`config.mk`:
```
export PLATFORM = sky130hd
export DESIGN_NAME = diff_drive_odometry_integrator_unit
export DESIGN_NICKNAME = d
export VERILOG_FILES = /design/src/rtl/core/ddoi_pkg.sv /design/src/rtl/core/diff_drive_odometry_integrator_unit.sv
export SDC_FILE = /design/constraint.sdc
export NUM_CORES = 2
export LEC_CHECK = 0
export BUFFER_PORTS_ARGS = -buffer_cell sky130_fd_sc_hd__buf_2
export CAP_MARGIN = 20
export CORE_MARGIN = 4
export CORE_UTILIZATION = 30
export CTS_CLUSTER_SIZE = 14
export DETAILED_ROUTE_END_ITERATION = 16
export GPL_ROUTABILITY_DRIVEN = 0
export PLACE_DENSITY_LB_ADDON = 0.2
export SLEW_MARGIN = 40
export SYNTH_ARGS = -nofsm -noshare
export SYNTH_HDL_FRONTEND = slang
export SYNTH_SLANG_ARGS = --single-unit
export TNS_END_PERCENT = 1
```
`constraint.sdc`:
```
create_clock -name clk -period 27.4 [get_ports clk]
set_clock_uncertainty 0.15 [all_clocks]
set_input_delay 6.85 -clock clk [delete_from_list [all_inputs] [get_ports clk]]
set_output_delay 6.85 -clock clk [all_outputs]
set_load 0.01 [all_outputs]
```
`src/rtl/core/ddoi_pkg.sv`:
```
`default_nettype none

package ddoi_pkg;

	// input item
	typedef struct packed {
		logic               operation;
		logic signed [23:0] lin_speed;
		logic signed [23:0] turn_rate;
	} in_item_t;

	// result item
	typedef struct packed {
		logic signed [31:0] pos_x;
		logic signed [31:0] pos_y;
		logic        [31:0] heading;
		logic signed [23:0] applied_speed;
		logic signed [23:0] applied_rate;
	} out_item_t;

	// operation codes
	localparam logic OP_TICK  = 1'b0;
	localparam logic OP_RESET = 1'b1;

	// default period, about 10 ms in q0.24 seconds
	localparam logic [23:0] TIME_STEP_RESET = 24'd167772;

	// cordic start vector length, q1.30
	localparam logic signed [33:0] CORDIC_KINV = 34'sd652032874;

	// binary angle units per radian, 2^32 / (2 pi)
	localparam logic signed [32:0] TURN_PER_RAD = 33'sd683565276;

	// atan(2^-i) as binary angle
	localparam logic [29:0] ATAN_TAB [32] = '{
		30'd536870912, 30'd316933406, 30'd167458907, 30'd85004756,
		30'd42667331,  30'd21354465,  30'd10679838,  30'd5340245,
		30'd2670163,   30'd1335087,   30'd667544,    30'd333772,
		30'd166886,    30'd83443,     30'd41722,     30'd20861,
		30'd10430,     30'd5215,      30'd2608,      30'd1304,
		30'd652,       30'd326,       30'd163,       30'd81,
		30'd41,        30'd20,        30'd10,        30'd5,
		30'd3,         30'd1,         30'd1,         30'd0
	};

endpackage

`default_nettype wire

```
`src/rtl/core/diff_drive_odometry_integrator_unit.sv`:
```
`default_nettype none

// Dead-reckoning pose integrator for a differential-drive base. A tick item
// moves x and y by v*cos(heading)*dt and v*sin(heading)*dt at the heading from
// before the tick, then turns the heading by w*dt; a reset item zeroes the pose.
// Each item returns one result with the new pose and the applied rates. A tick
// runs the CORDIC rotation loop, one step per cycle, and uses the single 33x33
// multiplier five times; a reset item skips both. The block takes one item at
// a time; a finished result waits in the output register while the next item
// is accepted. time_step is written through cfg_wr_en / cfg_wr_data and must
// only change while the block is idle.
module diff_drive_odometry_integrator_unit #(
	parameter int CORDIC_STEPS = 24
) (
	input  wire                  clk,
	input  wire                  arst_n,
	input  wire                  cfg_wr_en,
	input  wire           [23:0] cfg_wr_data,
	input  wire                  in_valid,
	output logic                 in_ready,
	input  ddoi_pkg::in_item_t   in_item,
	output logic                 out_valid,
	input  wire                  out_ready,
	output ddoi_pkg::out_item_t  out_item
);

	localparam int CNT_W = $clog2(CORDIC_STEPS);

	typedef enum logic [9:0] {
		ST_IDLE  = 10'b00_0000_0001,
		ST_MUL_D = 10'b00_0000_0010,
		ST_MUL_R = 10'b00_0000_0100,
		ST_RND_R = 10'b00_0000_1000,
		ST_MUL_T = 10'b00_0001_0000,
		ST_STEP  = 10'b00_0010_0000,
		ST_ROT   = 10'b00_0100_0000,
		ST_MUL_X = 10'b00_1000_0000,
		ST_MUL_Y = 10'b01_0000_0000,
		ST_FIN   = 10'b10_0000_0000
	} state_t;

	function automatic logic signed [31:0] sat32(input logic signed [34:0] v);
		logic signed [31:0] r;
		if (v > 35'sd2147483647) begin
			r = 32'sh7fff_ffff;
		end else if (v < -35'sd2147483648) begin
			r = 32'sh8000_0000;
		end else begin
			r = v[31:0];
		end
		return r;
	endfunction

	state_t                   state_q;
	logic              [23:0] time_step_q;
	logic signed       [31:0] x_acc_q;
	logic signed       [31:0] y_acc_q;
	logic              [31:0] yaw_acc_q;
	logic                     rst_op_q;
	logic signed       [23:0] v_q;
	logic signed       [23:0] w_q;
	logic signed       [31:0] dist_q;
	logic signed       [31:0] rate_q;
	logic              [31:0] step_q;
	logic signed       [65:0] prod_q;
	logic signed       [33:0] cx_q;
	logic signed       [33:0] cy_q;
	logic signed       [33:0] cz_q;
	logic               [1:0] quad_q;
	logic         [CNT_W-1:0] cnt_q;
	logic                     out_valid_q;
	ddoi_pkg::out_item_t      out_item_q;

	logic signed       [32:0] mul_a;
	logic signed       [32:0] mul_b;
	logic signed       [33:0] cos_v;
	logic signed       [33:0] sin_v;
	logic signed       [33:0] xs;
	logic signed       [33:0] ys;
	logic signed       [33:0] atan_v;
	logic              [31:0] yaw_bias;
	logic              [31:0] yaw_diff;
	logic signed       [65:0] rnd16;
	logic signed       [65:0] rnd24;
	logic signed       [65:0] rnd38;
	logic signed       [34:0] pos_sum;
	logic                     slot_free;
	logic                     in_acc;

	assign in_ready  = (state_q == ST_IDLE);
	assign in_acc    = in_valid && in_ready;
	assign out_valid = out_valid_q;
	assign out_item  = out_item_q;
	assign slot_free = !out_valid_q || out_ready;

	// quadrant reduction of the current heading
	assign yaw_bias = yaw_acc_q + 32'h2000_0000;
	assign yaw_diff = yaw_acc_q - {yaw_bias[31:30], 30'd0};

	// rounding of the product register, half up
	assign rnd16   = (prod_q + 66'sd32768) >>> 16;
	assign rnd24   = (prod_q + 66'sd8388608) >>> 24;
	assign rnd38   = (prod_q + (66'sd1 <<< 37)) >>> 38;
	assign pos_sum = (state_q == ST_MUL_Y) ? 35'(x_acc_q) + $signed(rnd38[34:0])
	                                       : 35'(y_acc_q) + $signed(rnd38[34:0]);

	// cordic step operands
	assign xs     = cx_q >>> cnt_q;
	assign ys     = cy_q >>> cnt_q;
	assign atan_v = signed'({4'b0000, ddoi_pkg::ATAN_TAB[5'(cnt_q)]});

	// rotate the cordic result back by the quadrant
	always_comb begin
		case (quad_q)
			2'd0: begin
				cos_v = cx_q;
				sin_v = cy_q;
			end
			2'd1: begin
				cos_v = -cy_q;
				sin_v = cx_q;
			end
			2'd2: begin
				cos_v = -cx_q;
				sin_v = -cy_q;
			end
			default: begin
				cos_v = cy_q;
				sin_v = -cx_q;
			end
		endcase
	end

	// shared multiplier operand select
	always_comb begin
		mul_a = '0;
		mul_b = '0;
		unique case (state_q)
			ST_MUL_D: begin
				mul_a = 33'(v_q);
				mul_b = signed'({9'd0, time_step_q});
			end
			ST_MUL_R: begin
				mul_a = 33'(w_q);
				mul_b = signed'({9'd0, time_step_q});
			end
			ST_MUL_T: begin
				mul_a = 33'(rate_q);
				mul_b = ddoi_pkg::TURN_PER_RAD;
			end
			ST_MUL_X: begin
				mul_a = 33'(dist_q);
				mul_b = 33'(cos_v);
			end
			ST_MUL_Y: begin
				mul_a = 33'(dist_q);
				mul_b = 33'(sin_v);
			end
			default: begin
				mul_a = '0;
				mul_b = '0;
			end
		endcase
	end

	// sequencer and control state
	always_ff @(posedge clk or negedge arst_n) begin
		if (!arst_n) begin
			state_q     <= ST_IDLE;
			time_step_q <= ddoi_pkg::TIME_STEP_RESET;
			x_acc_q     <= '0;
			y_acc_q     <= '0;
			yaw_acc_q   <= '0;
			out_valid_q <= 1'b0;
		end else begin
			if (cfg_wr_en) begin
				time_step_q <= cfg_wr_data;
			end
			if (out_valid_q && out_ready) begin
				out_valid_q <= 1'b0;
			end
			unique case (state_q)
				ST_IDLE: begin
					if (in_acc) begin
						state_q <= (in_item.operation == ddoi_pkg::OP_RESET) ? ST_FIN
						                                                      : ST_MUL_D;
					end
				end
				ST_MUL_D: state_q <= ST_MUL_R;
				ST_MUL_R: state_q <= ST_RND_R;
				ST_RND_R: state_q <= ST_MUL_T;
				ST_MUL_T: state_q <= ST_STEP;
				ST_STEP:  state_q <= ST_ROT;
				ST_ROT: begin
					if (cnt_q == CNT_W'(CORDIC_STEPS - 1)) begin
						state_q <= ST_MUL_X;
					end
				end
				ST_MUL_X: state_q <= ST_MUL_Y;
				ST_MUL_Y: begin
					x_acc_q <= sat32(pos_sum);
					state_q <= ST_FIN;
				end
				ST_FIN: begin
					if (slot_free) begin
						out_valid_q <= 1'b1;
						state_q     <= ST_IDLE;
						if (rst_op_q) begin
							x_acc_q   <= '0;
							y_acc_q   <= '0;
							yaw_acc_q <= '0;
						end else begin
							y_acc_q   <= sat32(pos_sum);
							yaw_acc_q <= yaw_acc_q + step_q;
						end
					end
				end
				default: state_q <= ST_IDLE;
			endcase
		end
	end

	// datapath registers
	always_ff @(posedge clk) begin
		if (in_acc) begin
			rst_op_q <= (in_item.operation == ddoi_pkg::OP_RESET);
			v_q      <= in_item.lin_speed;
			w_q      <= in_item.turn_rate;
			cx_q     <= ddoi_pkg::CORDIC_KINV;
			cy_q     <= '0;
			cz_q     <= 34'(signed'(yaw_diff));
			quad_q   <= yaw_bias[31:30];
			cnt_q    <= '0;
		end
		if (state_q == ST_MUL_D || state_q == ST_MUL_R || state_q == ST_MUL_T ||
		    state_q == ST_MUL_X || state_q == ST_MUL_Y) begin
			prod_q <= mul_a * mul_b;
		end
		if (state_q == ST_MUL_R) begin
			dist_q <= rnd16[31:0];
		end
		if (state_q == ST_RND_R) begin
			rate_q <= rnd16[31:0];
		end
		if (state_q == ST_STEP) begin
			step_q <= rnd24[31:0];
		end
		// one cordic micro-rotation per cycle
		if (state_q == ST_ROT) begin
			if (!cz_q[33]) begin
				cx_q <= cx_q - ys;
				cy_q <= cy_q + xs;
				cz_q <= cz_q - atan_v;
			end else begin
				cx_q <= cx_q + ys;
				cy_q <= cy_q - xs;
				cz_q <= cz_q + atan_v;
			end
			cnt_q <= cnt_q + 1'b1;
		end
		// result register
		if (state_q == ST_FIN && slot_free) begin
			if (rst_op_q) begin
				out_item_q <= '0;
			end else begin
				out_item_q.pos_x         <= x_acc_q;
				out_item_q.pos_y         <= sat32(pos_sum);
				out_item_q.heading       <= yaw_acc_q + step_q;
				out_item_q.applied_speed <= v_q;
				out_item_q.applied_rate  <= w_q;
			end
		end
	end

endmodule

`default_nettype wire

```
Yosys cells after proc, flatten, opt, wreduce, memory -nomap -nowiden
Memories as Yosys holds them, arrays and structs flattened. Cells that the tools add are included.

Input bits: 78. Memories kept: 1. Output and inout port bits: 146. Memory bits (read-only): 960. Register bits after elaboration: 595.

Multiplexer cells: 33. Bitwise logic cells: 1. Order comparisons: 3. Shifts and indexed selects: 2. Equality and inequality tests: 17. Add/sub/neg operators: 17. Reduce and logical (&&, ||, !) cells: 17. Multipliers: 1.

Memories: (no name shown) (words 32, width 30, read ports 1, clocked after memory_dff 0, write ports 0, RTL line diff_drive_odometry_integrator_unit.sv:110) `assign atan_v = signed'({4'b0000, ddoi_pkg::ATAN_TAB[5'(cnt_q)]});`.

Operator list (count): $mux W34 (9); $pmux W33 S4 (2); $pmux W33 S3 (2); $mux W32 (6); $pmux W10 S10 (1); $add A34 B34 Y34 (2); $sshr A34 B5 Y34 (2); $sub A34 B34 Y34 (2); $add A32 B28 Y33 (2); $add A66 B39 Y66 const B (1); $mul A33 B33 Y66 (1); $neg A33 Y33 (2); $pmux W32 S2 (1); $mux W30 (2); $add A56 B25 Y56 const B (1); $add A48 B17 Y48 const B (1); $mux W10 (4); $gt A35 B32 Y1 const B (1); $lt A35 B32 Y1 const B (1); $mux W35 (1); $add A34 B31 Y34 (1); $sub A34 B31 Y34 (1); $add A32 B30 Y32 const B (1); $add A32 B32 Y32 (1); other kinds (29) (43).

Longest topological paths before layout
Word-level depth: 7. Gate-level depth with buffers: 46. Gate-level depth less buffers: 45.

Worst setup path after synthesis
No wires, ideal clock.

Kind: input to register. Start: input out_ready. End: register out_item_q, in the netlist out_item[0] (enable). Setup time: 0.564 ns. Setup slack: 15.116 ns. Cell stages on the path: 4. Arrival time: 11.570 ns. Path through: nand2b_1 nand4_1 inv_1 clkbuf_1.

Word-level cells in the longest chain between the ends: 2.

RTL lines: from (decl) (RTL line diff_drive_odometry_integrator_unit.sv:23) `input wire out_ready,`; $logic_or A1 B1 Y1 (RTL line diff_drive_odometry_integrator_unit.sv:94) `assign slot_free = !out_valid_q || out_ready;`; $logic_and A1 B1 Y1 (RTL line diff_drive_odometry_integrator_unit.sv:262) `if (state_q == ST_FIN && slot_free) begin`; to (decl) (RTL line diff_drive_odometry_integrator_unit.sv:72) `ddoi_pkg::out_item_t out_item_q;`.

No other way between the ends. A chain may end at the register's enable or synchronous reset.

Final worst setup path
Start: register state_q[1]. End: register prod_q[64] (data pin).

Word-level cells in the longest chain between the ends: 4. Elaborated cells between the ends (all ways): 10. Classes of those cells: 1 x mul; 5 x eq/ne; 2 x mux; 2 x reduce/logical.

RTL lines: from (decl) (RTL line diff_drive_odometry_integrator_unit.sv:54) `state_t state_q;`; from (signal assigned) (RTL line diff_drive_odometry_integrator_unit.sv:185) `state_q <= (in_item.operation == ddoi_pkg::OP_RESET) ? ST_FIN`; $eq A10 B9 Y1, or another cell as far along (RTL line diff_drive_odometry_integrator_unit.sv:138) `unique case (state_q)`; $reduce_or A2 Y1 (no source line); $pmux W33 S4 (RTL line diff_drive_odometry_integrator_unit.sv:138); $mul A33 B33 Y66 (*) (RTL line diff_drive_odometry_integrator_unit.sv:237) `prod_q <= mul_a * mul_b;`; to (signal assigned) (RTL line diff_drive_odometry_integrator_unit.sv:237); to (decl) (RTL line diff_drive_odometry_integrator_unit.sv:65) `logic signed [65:0] prod_q;`.

Mark *: on every way between the ends. The rest lies on a longest branch, timed or not.

==> summary.md <==
| Metric | Value |
|---|---|
| Final hold violation count | `0` |
| Seq cells post-synth | `580` |
| Worst Path Max Fanout | `33` |
| Power Total | `6.66 mW` |
| Clock input transition at the sequential cells of the worst setup and hold paths | `0.07 ns` |
| Hpwl dp | `203,000 microns` |
| GR Overflow Total | `0` |
| Critical path class | `register to register` |
| Via Count | `58,000` |
| Max Slew Vio Count | `0` |
| DRC viols | `0` |
| Insertion delay to the later sink of the worst-skew pair | `0.73 ns` |
| Fin nets | `9,682` |
| Slew HR | `0.365` |
| Die Span Y | `512 microns` |
| Unrepaired setup endpoints after global routing | `no` |
| Post-CTS setup buffers | `0` |
| PwrDens | `79.9 nW/um^2` |
| Flop pwr share | `0.217` |
| TritonCTS Buffers | `61` |
| Lkg Pwr | `37.2 nW` |
| Synth Net Count | `9,666` |
| Routed WL | `265,000 microns` |
| Combinational Power Share | `0.654` |
| Clock Power Share | `0.128` |
| Arr. time, crit path | `12.81 ns` |
| Mapped Area | `76,200 sq um` |
| Worst slew pin tran | `0.952 ns` |
| Core area | `252,000 sq um` |
| Die Area | `262,000 sq um` |
| Pint | `3.32 mW` |
| Largest net degree at the start of global routing | `119` |
| Final worst path period need | `12.51 ns` |
| Die Wd | `512 microns` |
| First-pass GRT wire length | `399,000 microns` |
| I/O pin cnt | `224` |
| Seq/Total Area, Yosys | `0.220` |
| CTS tree | `done` |
| Yosys cell types | `114` |
| Drt via density | `5.05` |
| Prevailing post-synth register cell | `edfxtp_1` |
| First-pass DRT Iterations | `8` |
| Cell Rows | `184` |
| Achievable Freq | `80.0 MHz` |
| Ys async rst share | `0.226` |
| Max_cap viols | `0` |
| Layout cells sized above 1 | `0.0945` |
| Worst min path class | `register to register` |
| Hold slack | `0.330 ns` |
| H-Tree Depth | `2` |
| Commonest non-fill, non-tap cell in the layout | `inv_1` |
| Buffers on Ports | `223` |
| Total negative slack | `0 ns` |
| DRT antenna net count | `0` |
| CP max-delay cell | `fa_1` |
| Number of global-route vias before repair | `61,100` |
| Area growth syn-to-layout | `9.31%` |
| Switching share of power | `0.501` |
| Yosys warns | `0` |
| CTS root buffer | `clkbuf_16` |
| Outcome | `finished, final reports clean` |
| Initial DRC count | `4,596` |
| Clock Path Buffers | `3` |
| Global Route Usage Sum | `0.201` |
| VDD IR-drop max | `0.0621 mV` |
| Clock tree sinks | `580` |
| Per-cell routed wire length | `23.1 microns` |
| Most frequent cells in the layout | `inv_1 (1,231), nand2_1 (1,175), fa_1 (1,124), nor2_1 (749), edfxtp_1 (449)` |
| Crit path largest cell delay | `1.01 ns` |
| CP Capture Type | `register` |
| Startpoint types | `register` |
| Initial core utilization | `0.302` |
| Number of synthesized flops with an enable pin | `449` |
| CP Data Required Time | `27.70 ns` |
| Switching pwr | `3.34 mW` |
| Initial antenna violation count | `19` |
| Synthesized area per cell | `9.45 sq um` |
| Placed Area | `81,300 sq um` |
| Post-CTS Hold Fix Bufs | `0` |
| Final Cell Area | `83,300 sq um` |
| Gate count of the mapped netlist | `8,072` |
| CP most frequent cell | `fa_1` |
| Finish-stage setup viols | `0` |
| Post-cts gate resize count | `0` |
| Final period util | `0.456` |
## Yosys cell counts (24+ instances only)
master / n / share of area
ha_1: 390 / 0.064
mux2_2: 62 / 0.0092
nand2b_1: 75 / 0.0062
nor2b_1: 134 / 0.011
edfxtp_1: 449 / 0.18
clkbuf_1: 336 / 0.017
or3_1: 29 / 0.0024
buf_2: 24 / 0.0016
nor3_1: 54 / 0.0035
and3_1: 54 / 0.0044
o21bai_1: 32 / 0.0032
o21a_1: 31 / 0.0031
nand3_1: 66 / 0.0043
nand2_1: 1179 / 0.058
a211oi_1: 32 / 0.0032
a31oi_1: 47 / 0.0039
xor2_1: 193 / 0.022
and2_1: 71 / 0.0058
xnor2_1: 278 / 0.032
nor2_1: 753 / 0.037
mux4_2: 56 / 0.017
a21oi_1: 288 / 0.019
buf_1: 35 / 0.0017
a221oi_1: 31 / 0.0036
mux2i_1: 37 / 0.0049
fa_1: 1126 / 0.30
o21ai_0: 292 / 0.019
o31ai_1: 28 / 0.0028
mux4_1: 29 / 0.010
nand4_1: 38 / 0.0031
or2_2: 33 / 0.0027
dfrtp_1: 120 / 0.039
inv_1: 1232 / 0.061
a221o_1: 24 / 0.0032
a21o_1: 98 / 0.0096
## final timing paths
check	to	slack, ns	startpoint	depth (start not counted)
max reg2reg	prod_q[64]	14.89	state_q[1]	35
min	y_acc_q[9]	0.33	y_acc_q[9]	2
max in group asynchronous	time_step_q[5]	19.81	arst_n	2
min in group asynchronous	x_acc_q[9]	6.00	arst_n	1
min reg2reg	y_acc_q[9]	0.33	y_acc_q[9]	2
max	prod_q[64]	14.89	state_q[1]	35
## kinds of logic after synthesis
family                     count (synthesis)  synth area share
AOI/OAI and AO/OA                       1067            0.0886
xor gates and xnor gates                 472            0.0543
adders and majority gates               1518             0.360
buffers and inverters                   1670            0.0869
DFF                                      580             0.220
muxes                                    186            0.0411
and+or+nand+nor                         2579             0.149
## worst max-delay path, delay by kind of cell, from the launching register on
| kind | cells | cell delay, ns |
|---|---|---|
| adder cells (fa/ha/maj) | 9 | 4.87 |
| buffers and inverters | 9 | 2.84 |
| AO/OA/AOI/OAI | 12 | 2.24 |
| AND/OR/NAND/NOR | 4 | 1.31 |
| flip-flops | 1 | 0.52 |
| XOR/XNOR | 1 | 0.17 |
## state kept, by name, indices dropped and copies added, names as in the netlist
name,count
state_q,10
rate_q,32
x_acc_q,32
dist_q,32
v_q,24
out_item,144
time_step_q,24
quad_q,2
out_valid,1
w_q,24
rst_op_q,1
yaw_acc_q,32
cy_q,34
cx_q,34
cz_q,34
step_q,32
prod_q,51
cnt_q,5
y_acc_q,32
## final cells by class
type	instances	area (sq um)
well taps	3348	4190
diodes	6	15.0
flip-flops and latches	580	16800
fillers	25900	169000
inverters	1240	4660
clock inverters	39	345
clock buffers	75	1660
repair buffers	383	2420
multi-input cells	5822	53300
## power by group through the flow
stage	registers, mW	clock network, mW	logic (mW)
4_1_cts	1.45	0.882	4.34
3_5_place_dp	1.47	0	4.30
6_report	1.45	0.854	4.36
3_3_place_gp	1.46	0	4.26
5_1_grt	1.47	0.911	4.80
2_1_floorplan	1.36	0	3.06
## through the flow
step           instances  setup slack [ns]  utilization
2_1_floorplan       8072             15.12            -
3_3_place_gp       11400             15.14        0.322
3_5_place_dp       11400             15.02        0.322
4_1_cts            11500             14.98        0.330
5_1_grt            11500             14.43        0.331
6_report           11500             14.89        0.331
## metal layers
layer / up-vias / track usage / share of wire
met5: - / 0 / 0.000053
met4: 2 / 0.0708 / 0.041
met3: 393 / 0.0254 / 0.062
met2: 1917 / 0.328 / 0.46
met1: 29800 / 0.273 / 0.43
li1: 25900 / - / -
No activity file was read; power rests on OpenSTA's default activity.
